## src/rtl/core/lsoc_pkg.sv

```systemverilog
// Types and constants of the line segment orientation chooser.
package lsoc_pkg;

    localparam int TOL_WIDTH = 31;

    typedef enum logic [2:0] {
        ST_IDLE,
        ST_START,
        ST_LOAD,
        ST_RUN,
        ST_DECIDE,
        ST_EMIT
    } ctrl_state_t;

    typedef enum logic {
        PH_HELD,
        PH_INPUT
    } phase_t;

    typedef enum logic [1:0] {
        DS_IDLE,
        DS_SQUARE,
        DS_ROOT
    } dist_state_t;

    // Operand pair chosen for each of the four distances of one decision.
    typedef enum logic [1:0] {
        DSEL_PREV_START,
        DSEL_END_NEXT,
        DSEL_PREV_END,
        DSEL_START_NEXT
    } dsel_t;

endpackage

```

## src/rtl/core/line_segment_orientation_chooser.sv

```systemverilog
// Top level of the line segment orientation chooser.
//
// Usage: a path arrives one segment word per accepted in_valid/in_ready
// handshake; last_in marks its final segment. The block holds one segment
// back until the start of the next one is known, then sends it on the
// out_valid/out_ready channel, with the endpoints of a line swapped when
// that cuts the travel cost by more than the tolerance (at least 1 LSB).
// A word with last_in set yields up to two output words: the held segment,
// then the final segment itself with last_out set.
// A line's decision runs four Euclidean distances one after another through
// the single bit-serial distance unit (launch, square phase, root phase,
// done); any other segment kind goes straight on to the emit step. The
// decision starts at the accepting edge, or for a final word at the edge
// that loads the held one. One input word is worked at a time; in_ready is
// high only while idle. A stalled receiver holds the output register and
// the block waits in its emit step; nothing is lost. The tolerance register
// is written through cfg_we/cfg_data; the user must write it only while
// idle, as the block itself does not enforce this. Reset empties the hold
// stage, marks path start and sets the tolerance to 1.
module line_segment_orientation_chooser #(
    parameter int COORD_WIDTH = 32
) (
    input  logic                          clk,
    input  logic                          rst_n,
    input  logic                          in_valid,
    output logic                          in_ready,
    input  logic                          is_line,
    input  logic signed [COORD_WIDTH-1:0] start_x,
    input  logic signed [COORD_WIDTH-1:0] start_y,
    input  logic signed [COORD_WIDTH-1:0] end_x,
    input  logic signed [COORD_WIDTH-1:0] end_y,
    input  logic                          last_in,
    output logic                          out_valid,
    input  logic                          out_ready,
    output logic                          out_is_line,
    output logic signed [COORD_WIDTH-1:0] out_start_x,
    output logic signed [COORD_WIDTH-1:0] out_start_y,
    output logic signed [COORD_WIDTH-1:0] out_end_x,
    output logic signed [COORD_WIDTH-1:0] out_end_y,
    output logic                          reversed,
    output logic                          last_out,
    input  logic                          cfg_we,
    input  logic [lsoc_pkg::TOL_WIDTH-1:0] cfg_data
);

    localparam int W  = COORD_WIDTH;
    localparam int SW = W + 2;
    localparam int CW = ((SW > lsoc_pkg::TOL_WIDTH) ? SW : lsoc_pkg::TOL_WIDTH) + 1;

    lsoc_pkg::ctrl_state_t state_reg, state_next;
    lsoc_pkg::phase_t      phase_reg;
    lsoc_pkg::dsel_t       dsel_reg;

    // Input word being worked on.
    logic         in_line_reg, in_last_reg;
    logic [W-1:0] in_sx_reg, in_sy_reg, in_ex_reg, in_ey_reg;

    // Segment held back until the next start is known.
    logic         held_line_reg;
    logic [W-1:0] held_sx_reg, held_sy_reg, held_ex_reg, held_ey_reg;
    logic         held_valid_reg, at_start_reg, had_held_reg;
    logic [W-1:0] prev_x_reg, prev_y_reg;

    logic [SW-1:0] cur_reg, alt_reg;
    logic          rev_reg;
    logic [lsoc_pkg::TOL_WIDTH-1:0] tol_reg;

    logic         out_valid_reg, out_line_reg, out_rev_reg, out_last_reg;
    logic [W-1:0] out_sx_reg, out_sy_reg, out_ex_reg, out_ey_reg;

    logic         accept, out_free, dist_start, dist_done;
    logic [W:0]   dist_val;

    // Segment under decision, its previous end and its next start.
    logic         seg_line;
    logic [W-1:0] seg_sx, seg_sy, seg_ex, seg_ey;
    logic [W-1:0] p_x, p_y, n_x, n_y;
    logic [W-1:0] op_ax, op_ay, op_bx, op_by;

    logic [lsoc_pkg::TOL_WIDTH-1:0] tol_eff;
    logic [CW-1:0]                  alt_plus_tol;

    assign accept   = in_valid && in_ready;
    assign out_free = !out_valid_reg || out_ready;

    always_comb
    begin
        if (phase_reg == lsoc_pkg::PH_HELD)
        begin
            seg_line = held_line_reg;
            seg_sx   = held_sx_reg;
            seg_sy   = held_sy_reg;
            seg_ex   = held_ex_reg;
            seg_ey   = held_ey_reg;
            // First segment of a path stands in for its own previous end.
            p_x      = at_start_reg ? held_sx_reg : prev_x_reg;
            p_y      = at_start_reg ? held_sy_reg : prev_y_reg;
            n_x      = in_sx_reg;
            n_y      = in_sy_reg;
        end
        else
        begin
            seg_line = in_line_reg;
            seg_sx   = in_sx_reg;
            seg_sy   = in_sy_reg;
            seg_ex   = in_ex_reg;
            seg_ey   = in_ey_reg;
            p_x      = had_held_reg ? prev_x_reg : in_sx_reg;
            p_y      = had_held_reg ? prev_y_reg : in_sy_reg;
            // Last segment of a path stands in for the next start.
            n_x      = in_ex_reg;
            n_y      = in_ey_reg;
        end
    end

    always_comb
    begin
        case (dsel_reg)
            lsoc_pkg::DSEL_PREV_START:
            begin
                op_ax = p_x;    op_ay = p_y;    op_bx = seg_sx; op_by = seg_sy;
            end
            lsoc_pkg::DSEL_END_NEXT:
            begin
                op_ax = seg_ex; op_ay = seg_ey; op_bx = n_x;    op_by = n_y;
            end
            lsoc_pkg::DSEL_PREV_END:
            begin
                op_ax = p_x;    op_ay = p_y;    op_bx = seg_ex; op_by = seg_ey;
            end
            lsoc_pkg::DSEL_START_NEXT:
            begin
                op_ax = seg_sx; op_ay = seg_sy; op_bx = n_x;    op_by = n_y;
            end
            default:
            begin
                op_ax = p_x;    op_ay = p_y;    op_bx = seg_sx; op_by = seg_sy;
            end
        endcase
    end

    lsoc_dist #(
        .COORD_WIDTH (COORD_WIDTH)
    ) u_dist (
        .clk      (clk),
        .rst_n    (rst_n),
        .start    (dist_start),
        .ax       (op_ax),
        .ay       (op_ay),
        .bx       (op_bx),
        .by       (op_by),
        .done     (dist_done),
        .distance (dist_val)
    );

    // A zero tolerance acts as one LSB.
    assign tol_eff      = (tol_reg == '0) ? lsoc_pkg::TOL_WIDTH'(1) : tol_reg;
    assign alt_plus_tol = CW'(alt_reg) + CW'(tol_eff);

    always_comb
    begin
        state_next = state_reg;
        in_ready   = 1'b0;
        dist_start = 1'b0;
        case (state_reg)
            lsoc_pkg::ST_IDLE:
            begin
                in_ready = 1'b1;
                if (accept && (held_valid_reg || last_in))
                begin
                    state_next = lsoc_pkg::ST_START;
                end
            end
            lsoc_pkg::ST_START:
            begin
                state_next = seg_line ? lsoc_pkg::ST_LOAD : lsoc_pkg::ST_EMIT;
            end
            lsoc_pkg::ST_LOAD:
            begin
                dist_start = 1'b1;
                state_next = lsoc_pkg::ST_RUN;
            end
            lsoc_pkg::ST_RUN:
            begin
                if (dist_done)
                begin
                    state_next = (dsel_reg == lsoc_pkg::DSEL_START_NEXT) ?
                                 lsoc_pkg::ST_DECIDE : lsoc_pkg::ST_LOAD;
                end
            end
            lsoc_pkg::ST_DECIDE:
            begin
                state_next = lsoc_pkg::ST_EMIT;
            end
            lsoc_pkg::ST_EMIT:
            begin
                if (out_free)
                begin
                    state_next = (phase_reg == lsoc_pkg::PH_HELD && in_last_reg) ?
                                 lsoc_pkg::ST_START : lsoc_pkg::ST_IDLE;
                end
            end
            default:
            begin
                state_next = lsoc_pkg::ST_IDLE;
            end
        endcase
    end

    // Control state.
    always_ff @(posedge clk or negedge rst_n)
    begin
        if (!rst_n)
        begin
            state_reg      <= lsoc_pkg::ST_IDLE;
            held_valid_reg <= 1'b0;
            at_start_reg   <= 1'b1;
            out_valid_reg  <= 1'b0;
            tol_reg        <= lsoc_pkg::TOL_WIDTH'(1);
        end
        else
        begin
            state_reg <= state_next;
            if (cfg_we)
            begin
                tol_reg <= cfg_data;
            end
            if (state_reg == lsoc_pkg::ST_IDLE && accept && !held_valid_reg && !last_in)
            begin
                // First segment of a path: hold it.
                held_valid_reg <= 1'b1;
                at_start_reg   <= 1'b1;
            end
            if (state_reg == lsoc_pkg::ST_EMIT && out_free)
            begin
                out_valid_reg <= 1'b1;
                if (phase_reg == lsoc_pkg::PH_HELD)
                begin
                    if (!in_last_reg)
                    begin
                        held_valid_reg <= 1'b1;
                        at_start_reg   <= 1'b0;
                    end
                end
                else
                begin
                    held_valid_reg <= 1'b0;
                    at_start_reg   <= 1'b1;
                end
            end
            else if (out_ready)
            begin
                out_valid_reg <= 1'b0;
            end
        end
    end

    // Datapath.
    always_ff @(posedge clk)
    begin
        case (state_reg)
            lsoc_pkg::ST_IDLE:
            begin
                if (accept)
                begin
                    in_line_reg  <= is_line;
                    in_sx_reg    <= start_x;
                    in_sy_reg    <= start_y;
                    in_ex_reg    <= end_x;
                    in_ey_reg    <= end_y;
                    in_last_reg  <= last_in;
                    had_held_reg <= held_valid_reg;
                    phase_reg    <= held_valid_reg ? lsoc_pkg::PH_HELD : lsoc_pkg::PH_INPUT;
                    if (!held_valid_reg && !last_in)
                    begin
                        held_line_reg <= is_line;
                        held_sx_reg   <= start_x;
                        held_sy_reg   <= start_y;
                        held_ex_reg   <= end_x;
                        held_ey_reg   <= end_y;
                    end
                end
            end
            lsoc_pkg::ST_START:
            begin
                dsel_reg <= lsoc_pkg::DSEL_PREV_START;
                cur_reg  <= '0;
                alt_reg  <= '0;
                rev_reg  <= 1'b0;
            end
            lsoc_pkg::ST_RUN:
            begin
                if (dist_done)
                begin
                    if (dsel_reg == lsoc_pkg::DSEL_PREV_START ||
                        dsel_reg == lsoc_pkg::DSEL_END_NEXT)
                    begin
                        cur_reg <= cur_reg + SW'(dist_val);
                    end
                    else
                    begin
                        alt_reg <= alt_reg + SW'(dist_val);
                    end
                    dsel_reg <= lsoc_pkg::dsel_t'(dsel_reg + 2'd1);
                end
            end
            lsoc_pkg::ST_DECIDE:
            begin
                rev_reg <= (alt_plus_tol < CW'(cur_reg));
            end
            lsoc_pkg::ST_EMIT:
            begin
                if (out_free)
                begin
                    out_line_reg <= seg_line;
                    out_rev_reg  <= rev_reg;
                    out_last_reg <= (phase_reg == lsoc_pkg::PH_INPUT);
                    out_sx_reg   <= rev_reg ? seg_ex : seg_sx;
                    out_sy_reg   <= rev_reg ? seg_ey : seg_sy;
                    out_ex_reg   <= rev_reg ? seg_sx : seg_ex;
                    out_ey_reg   <= rev_reg ? seg_sy : seg_ey;
                    prev_x_reg   <= rev_reg ? seg_sx : seg_ex;
                    prev_y_reg   <= rev_reg ? seg_sy : seg_ey;
                    if (phase_reg == lsoc_pkg::PH_HELD)
                    begin
                        if (in_last_reg)
                        begin
                            // Advance to the final segment of the path.
                            phase_reg <= lsoc_pkg::PH_INPUT;
                        end
                        else
                        begin
                            held_line_reg <= in_line_reg;
                            held_sx_reg   <= in_sx_reg;
                            held_sy_reg   <= in_sy_reg;
                            held_ex_reg   <= in_ex_reg;
                            held_ey_reg   <= in_ey_reg;
                        end
                    end
                end
            end
            default:
            begin
                rev_reg <= rev_reg;
            end
        endcase
    end

    assign out_valid   = out_valid_reg;
    assign out_is_line = out_line_reg;
    assign out_start_x = out_sx_reg;
    assign out_start_y = out_sy_reg;
    assign out_end_x   = out_ex_reg;
    assign out_end_y   = out_ey_reg;
    assign reversed    = out_rev_reg;
    assign last_out    = out_last_reg;

endmodule

```

## src/rtl/core/lsoc_dist.sv

```systemverilog
// Bit-serial Euclidean distance: shift-add squares, then digit-by-digit square root.
module lsoc_dist #(
    parameter int COORD_WIDTH = 32
) (
    input  logic                   clk,
    input  logic                   rst_n,
    input  logic                   start,
    input  logic [COORD_WIDTH-1:0] ax,
    input  logic [COORD_WIDTH-1:0] ay,
    input  logic [COORD_WIDTH-1:0] bx,
    input  logic [COORD_WIDTH-1:0] by,
    output logic                   done,
    output logic [COORD_WIDTH:0]   distance
);

    localparam int W    = COORD_WIDTH;
    localparam int SQW  = 2 * W + 2;
    localparam int RW   = W + 4;
    localparam int CNTW = $clog2(W + 2);

    lsoc_pkg::dist_state_t state_reg, state_next;

    logic [SQW-1:0]  mcx_reg, mcy_reg, acc_reg;
    logic [W-1:0]    mpx_reg, mpy_reg;
    logic [RW-1:0]   rem_reg;
    logic [W:0]      root_reg;
    logic [CNTW-1:0] cnt_reg;
    logic            done_reg;

    logic [W-1:0]    ua, ub, va, vb, dx, dy;
    logic [SQW-1:0]  addx, addy;
    logic [RW-1:0]   rem_sh, trial;
    logic            fits;

    // Offset binary makes unsigned order match signed order.
    assign ua = ax ^ {1'b1, {(W-1){1'b0}}};
    assign ub = bx ^ {1'b1, {(W-1){1'b0}}};
    assign va = ay ^ {1'b1, {(W-1){1'b0}}};
    assign vb = by ^ {1'b1, {(W-1){1'b0}}};
    assign dx = (ua > ub) ? (ua - ub) : (ub - ua);
    assign dy = (va > vb) ? (va - vb) : (vb - va);

    assign addx = mpx_reg[0] ? mcx_reg : '0;
    assign addy = mpy_reg[0] ? mcy_reg : '0;

    assign rem_sh = {rem_reg[RW-3:0], acc_reg[SQW-1 -: 2]};
    assign trial  = {1'b0, root_reg, 2'b01};
    assign fits   = (rem_sh >= trial);

    always_comb
    begin
        state_next = state_reg;
        case (state_reg)
            lsoc_pkg::DS_IDLE:
            begin
                if (start)
                begin
                    state_next = lsoc_pkg::DS_SQUARE;
                end
            end
            lsoc_pkg::DS_SQUARE:
            begin
                if (cnt_reg == CNTW'(W - 1))
                begin
                    state_next = lsoc_pkg::DS_ROOT;
                end
            end
            lsoc_pkg::DS_ROOT:
            begin
                if (cnt_reg == CNTW'(W))
                begin
                    state_next = lsoc_pkg::DS_IDLE;
                end
            end
            default:
            begin
                state_next = lsoc_pkg::DS_IDLE;
            end
        endcase
    end

    always_ff @(posedge clk or negedge rst_n)
    begin
        if (!rst_n)
        begin
            state_reg <= lsoc_pkg::DS_IDLE;
            cnt_reg   <= '0;
            done_reg  <= 1'b0;
        end
        else
        begin
            state_reg <= state_next;
            done_reg  <= (state_reg == lsoc_pkg::DS_ROOT) && (cnt_reg == CNTW'(W));
            if (state_reg != state_next)
            begin
                cnt_reg <= '0;
            end
            else if (state_reg != lsoc_pkg::DS_IDLE)
            begin
                cnt_reg <= cnt_reg + 1'b1;
            end
        end
    end

    always_ff @(posedge clk)
    begin
        case (state_reg)
            lsoc_pkg::DS_IDLE:
            begin
                if (start)
                begin
                    mpx_reg  <= dx;
                    mpy_reg  <= dy;
                    mcx_reg  <= SQW'(dx);
                    mcy_reg  <= SQW'(dy);
                    acc_reg  <= '0;
                    rem_reg  <= '0;
                    root_reg <= '0;
                end
            end
            lsoc_pkg::DS_SQUARE:
            begin
                // One multiplier bit of each square per cycle.
                acc_reg <= acc_reg + addx + addy;
                mcx_reg <= {mcx_reg[SQW-2:0], 1'b0};
                mcy_reg <= {mcy_reg[SQW-2:0], 1'b0};
                mpx_reg <= {1'b0, mpx_reg[W-1:1]};
                mpy_reg <= {1'b0, mpy_reg[W-1:1]};
            end
            lsoc_pkg::DS_ROOT:
            begin
                // One root bit per cycle from the next two radicand bits.
                acc_reg  <= {acc_reg[SQW-3:0], 2'b00};
                rem_reg  <= fits ? (rem_sh - trial) : rem_sh;
                root_reg <= {root_reg[W-1:0], fits};
            end
            default:
            begin
                acc_reg <= acc_reg;
            end
        endcase
    end

    assign done     = done_reg;
    assign distance = root_reg;

endmodule

```

## config.mk

```make
export PLATFORM = sky130hd
export DESIGN_NAME = line_segment_orientation_chooser
export DESIGN_NICKNAME = d
export VERILOG_FILES = /design/src/rtl/core/lsoc_pkg.sv /design/src/rtl/core/line_segment_orientation_chooser.sv /design/src/rtl/core/lsoc_dist.sv
export SDC_FILE = /design/constraint.sdc
export NUM_CORES = 2
export LEC_CHECK = 0
export ABC_CLOCK_PERIOD_IN_PS = 15100
export BUFFER_PORTS_ARGS = -buffer_cell sky130_fd_sc_hd__buf_2
export CORE_ASPECT_RATIO = 0.6
export CORE_MARGIN = 3
export CORE_UTILIZATION = 50
export CTS_BUF_LIST = sky130_fd_sc_hd__clkbuf_4 sky130_fd_sc_hd__clkbuf_8
export DETAILED_ROUTE_END_ITERATION = 6
export PLACE_DENSITY_LB_ADDON = 0.15
export RECOVER_POWER = 25
export SYNTH_ARGS = -nofsm -noshare
export SYNTH_HDL_FRONTEND = slang
export SYNTH_SLANG_ARGS = --single-unit
export TNS_END_PERCENT = 10
```

## constraint.sdc

```tcl
create_clock -name clk -period 15.1 [get_ports clk]
set_input_delay 3.775 -clock clk [delete_from_list [all_inputs] [get_ports clk]]
set_output_delay 3.775 -clock clk [all_outputs]
set_load 0.01 [all_outputs]
```

---- Word level (Yosys, flattened, before mapping) ----
Cells that the tools add are included.
cells by class
  $add $sub $neg .......................... 12
  magnitude comparators ................... 4
  equality and inequality tests ........... 23
  muxes and demuxes ....................... 111
  bitwise gates (word level) .............. 5
  reductions and logical operators ........ 41
operators with widths
  cell                                           count
  two-way mux 32 bit                             40
  one-hot mux 32 bit (2 select lines)            6
  one-hot mux 32 bit (3 select lines)            4
  two-way mux 66 bit                             5
  one-hot mux 66 bit (2 select lines)            2
  two-way mux 34 bit                             6
  one-hot mux 34 bit (2 select lines)            3
  one-hot mux 66 bit (3 select lines)            1
  adder 66 bit                                   2
  subtractor 32 bit                              4
  adder 34 x 33 -> 34 bit                        2
  one-hot mux 33 bit (2 select lines)            1
  greater-than comparator 32 bit                 2
  >= comparator 36 x 35 -> 1 bit                 1
  adder 34 x 31 -> 35 bit                        1
  less-than comparator 35 x 34 -> 1 bit          1
  subtractor 34 bit                              1
  two-way mux 33 bit                             1
  logical NOT 31 bit                             1
  two-way mux 31 bit                             1
  two-way mux 1 bit                              24
  one-hot mux 3 bit (6 select lines)             1
  inequality test 2 bit (second input constant)  8
  nonzero test 2 bit                             8
  other kinds (28)                               70
word-level totals
  register bits ........................... 838
  bits of input ports ..................... 166
  output and inout port bits .............. 133
  word-level logic and storage cells ...... 235

---- Longest topological paths before layout ----
  word-level depth ........................ 10
  mapped depth ............................ 26
  mapped depth without buffers ............ 26

---- Hierarchy ----
From an unflattened synthesis, not the netlist that was laid out.
unflattened totals
  cells, all modules ...................... 6201
  area, all modules ....................... 61292.5 µm²
modules (own cells, without submodules)
  module                            instances  cells an instance  area an instance (µm²)
  line_segment_orientation_chooser  1          3043               32667.6
  lsoc_dist                         1          3158               28625.0

---- Worst setup path before layout ----
OpenSTA, ideal clock, no wires.
  path type ............................... register -> register
  start ................................... reg u_dist.state_reg[1]
  end ..................................... reg u_dist.mcx_reg[0], enable pin
  setup time .............................. 1024 ps
  arrival ................................. 14644 ps
  required time ........................... 14076 ps
  setup slack ............................. -568 ps
  stages on the path, launching flop included .. 6
  path buffers ............................ 1
  path through ............................ dfrtp_1 inv_1 ha_1 inv_1 clkbuf_1 o21ai_0
on the way
  word-level cells in the longest chain between the ends .. 3
  elaborated cells on any way between the ends .. 5
  classes of those cells .................. 2 x eq/ne; 3 x reduce/logical
RTL lines
  item                                                                          RTL line          RTL
  from (decl)                                                                   lsoc_dist.sv:21   lsoc_pkg::dist_state_t state_reg, state_next;
  from (signal assigned)                                                        lsoc_dist.sv:86   state_reg <= lsoc_pkg::DS_IDLE;
  from (signal assigned)                                                        lsoc_dist.sv:92   state_reg <= state_next;
  == test 2 x 1 -> 1 bit / logical NOT 2 bit (equally long branches)            lsoc_dist.sv:107  case (state_reg)
  nonzero test 2 bit (no line) / inequality test 2 bit (equally long branches)  n/a
  AND reduction 2 bit (no line) *                                               n/a
  to (signal assigned)                                                          lsoc_dist.sv:114  mcx_reg <= SQW'(dx);
  to (signal assigned)                                                          lsoc_dist.sv:125  mcx_reg <= {mcx_reg[SQW-2:0], 1'b0};
  to (decl)                                                                     lsoc_dist.sv:23   logic [SQW-1:0] mcx_reg, mcy_reg, acc_reg;
Every way passes the cells marked *; elsewhere a longest branch is shown, timed or not.
A chain may end at the register's enable or synchronous reset.

---- Worst setup path in the final report ----
  start ................................... reg u_dist.state_reg[1]
  end ..................................... reg u_dist.mpx_reg[4] (data pin)
on the way
  word-level cells in the longest chain between the ends .. 2
  elaborated cells on any way between the ends .. 3
  classes of those cells .................. 1 x eq/ne; 1 x mux; 1 x reduce/logical
RTL lines
  item                                                                RTL line          RTL
  == test 2 x 1 -> 1 bit / logical NOT 2 bit (equally long branches)  lsoc_dist.sv:107
  one-hot mux 32 bit (2 select lines) *                               lsoc_dist.sv:107
  to (signal assigned)                                                lsoc_dist.sv:127  mpx_reg <= {1'b0, mpx_reg[W-1:1]};
  to (decl)                                                           lsoc_dist.sv:24   logic [W-1:0] mpx_reg, mpy_reg;
Marks and branches as above.

==> metrics.md <==
| Metric | Value |
|---|---|
| Crit share post-route | `0.618` |
| Post-Route Utilization | `0.549` |
| #FFs+latches synth | `838` |
| Antenna Violating Nets Remaining | `0` |
| Synth warn | `0` |
| Reg2reg end | `u_dist.mpx_reg[4]` |
| Slew HR | `-5.19` |
| Final Hold Viols | `0` |
| Root Driver | `clkbuf_8` |
| Detailed Routing Iterations Pass 1 | `7` |
| Cell count of the worst reg-to-reg path | `5` |
| Slew at the pin closest to its max-slew limit | `9.28 ns` |
| CTS tree | `done` |
| GRT Resource Usage Total | `0.266` |
| Site Rows | `99` |
| CTS resizes | `0` |
| Initial Util | `0.506` |
| WP data arrival | `9.91 ns` |
| Final clock skew | `0.0399 ns` |
| Post-route minimum period | `9.34 ns` |
| Reg clk slew, reported paths | `0.07 ns` |
| Yosys top cell by area | `edfxtp_1` |
| Core ar. | `122000 sq um` |
| Vias | `48100` |
| Congestion Overflow GR | `0` |
| Count of final setup violators | `0` |
| Crit path buffers/inverters | `2` |
| Worst Hold Path Cells | `1` |
| Ratio of cells with drive above 1 in the final layout | `0.166` |
| Worst EP required | `15.68 ns` |
| Syn Nets | `6700` |
| Post-synth EDFFs | `792` |
| Area contributors post-synth | `edfxtp_1, ha_1, mux2_2` |
| Die Area | `128000 sq um` |
| Area growth, synth to finish | `8.50%` |
| Worst-path cell with the longest stage delay | `clkbuf_1` |
| Die span in y | `278 microns` |
| Number of max-cap violations | `13` |
| Placed cell area | `64300 sq um` |
| Drt initial violations | `4784` |
| Pin count of the biggest net entering global routing | `223` |
| Final wirelength | `174 mm` |
| Critical-path cell list | `inv_1, ha_4, clkbuf_1, nor2_1, a21oi_1` |
| Cells after synthesis | `6096` |
| DPL Wire Length | `123 mm` |
| Final setup TNS | `0 ns` |
| Sink Count | `838` |
| Final Max Tran Viols | `859` |
| Max stage delay on crit path | `6.42 ns` |
| Register area share after synthesis | `0.403` |
| Setup Fix Bufs, Post-CTS | `0` |
| Die width | `460 microns` |
| Syn Std Cell Area | `61800 sq um` |
| Worst Hold End | `u_dist.mpy_reg[11]` |
| TritonCTS Buffers | `138` |
| Vias in the first global route | `45100` |
| Layout Nets | `6791` |
| Crit. End Element | `register` |
| Crit path max fanout | `222` |
| Vias/cell | `6.08` |
| Synth cell types | `105` |
| Levels on crit path | `5` |
| Global-route wire length before repair | `270 mm` |
| Post-synth top area share | `0.385` |
| Status | `finished, violations left` |
| Critical R2R Launch | `u_dist.state_reg[1]` |
| Finished Cell Area | `67100 sq um` |
| Syn avg cell area | `10.1 sq um` |
| Clk_lat worst skew | `0.89 ns` |
| Number of H-tree levels | `4` |
| Synth async-reset ratio | `0.0549` |
| Worst min path class | `register to register` |
| DR WL/cell | `21.9 microns` |
| F_max | `0.107 GHz` |
| Failing checks | `DRC, capacitance limit, slew limit` |
| I/O pin count | `299` |
| R2R setup slack | `5.76 ns` |
| Cts hold-fix bufs | `0` |
| Port Buffer Count | `298` |
| WS Path Type | `register to register` |
| Delay-heaviest family, CP | `buffers and inverters` |
| RSZ-0062 raised after global routing | `no` |
| Hold path startpoint | `u_dist.mpy_reg[12]` |
| Gpl congestion | `0.936` |
| Post-synth top flop | `edfxtp_1` |
| Drt drc | `2` |
| Initial antenna violation count | `1` |
| Max Buffers Root-to-Sink | `3` |
| Critical path startpoint category | `register` |
kinds of logic after synthesis:
group | synth area share
compound gates | 0.175
simple gates | 0.112
buf+inv | 0.0584
flops | 0.403
mux | 0.123
fa+ha+maj | 0.0975
xor+xnor | 0.0321
final cells by class:
cell class | count | area (sq um)
Tap cell | 1616 | 2020
Clock buffer | 182 | 2230
Timing Repair Buffer | 346 | 1850
Multi-Input combinational cell | 4331 | 33400
Inverter | 532 | 2000
Clock inverter | 67 | 638
Fill cell | 10800 | 55000
Sequential cell | 838 | 24900
Antenna cell | 2 | 5.00
placed cells by master, fill, tap and decap left out, drive strengths merged, types with 74 or more instances in the layout:
cell    netlist  layout
xor2         95      95
a211oi      175     175
nor2        358     358
a22oi        94      94
nor2b       129     129
edfxtp      792     792
inv         532     539
a21oi       465     465
ha          365     365
clkbuf      297     195
nor3         74      74
o21ai       258     258
mux2        298     298
xnor2       131     131
a21o        249     249
buf          98     333
nand2       560     560
a221oi       80      80
mux4        128     128
and2         86      86
mux2i       134     134
synthesized netlist by cell type, types with 36 or more instances:
library cell / count
mux2i_1: 134
mux4_2: 128
a211oi_1: 173
nand3_1: 69
xor2_1: 94
mux2_2: 296
a22oi_1: 93
and2_1: 84
and3_1: 36
nor3_1: 72
edfxtp_1: 792
fa_1: 73
inv_1: 531
o21bai_1: 44
o21ai_0: 236
buf_1: 55
dfrtp_1: 44
a221oi_1: 80
nor2b_1: 128
clkbuf_1: 295
a21oi_1: 458
xnor2_1: 131
nand4_1: 57
a21o_1: 249
o21a_1: 62
nor2_1: 358
ha_1: 365
nand2_1: 559
worst max-delay path by stage:
stage	from	to
after floorplan	u_dist.state_reg[1]	u_dist.mcx_reg[0]
after global placement	in_valid	held_sx_reg[19]
after detailed placement	dsel_reg[1]	u_dist.mpx_reg[16]
after CTS	dsel_reg[1]	u_dist.mpx_reg[16]
after global routing	u_dist.state_reg[1]	u_dist.acc_reg[4]
final	u_dist.state_reg[1]	u_dist.mpx_reg[4]
layer usage:
metal / track usage / share of wire
met1: 0.424 / 0.49
met2: 0.362 / 0.40
met3: 0.0625 / 0.091
met4: 0.0578 / 0.017
met5: 0 / 0
through the flow:
step | setup slack (ns) | hold slack, ns | instances
after detailed placement | 8.17 | 0.510 | 7663
after global routing | 4.65 | 0.508 | 7913
after CTS | 8.14 | 0.503 | 7912
after floorplan | 4.74 | 0.424 | 6096
after global placement | 8.29 | 0.502 | 7663
final | 5.76 | 0.508 | 7914
Power is not shown: default switching activity piles up to over one toggle a cycle in this logic, so the estimate is an artifact.
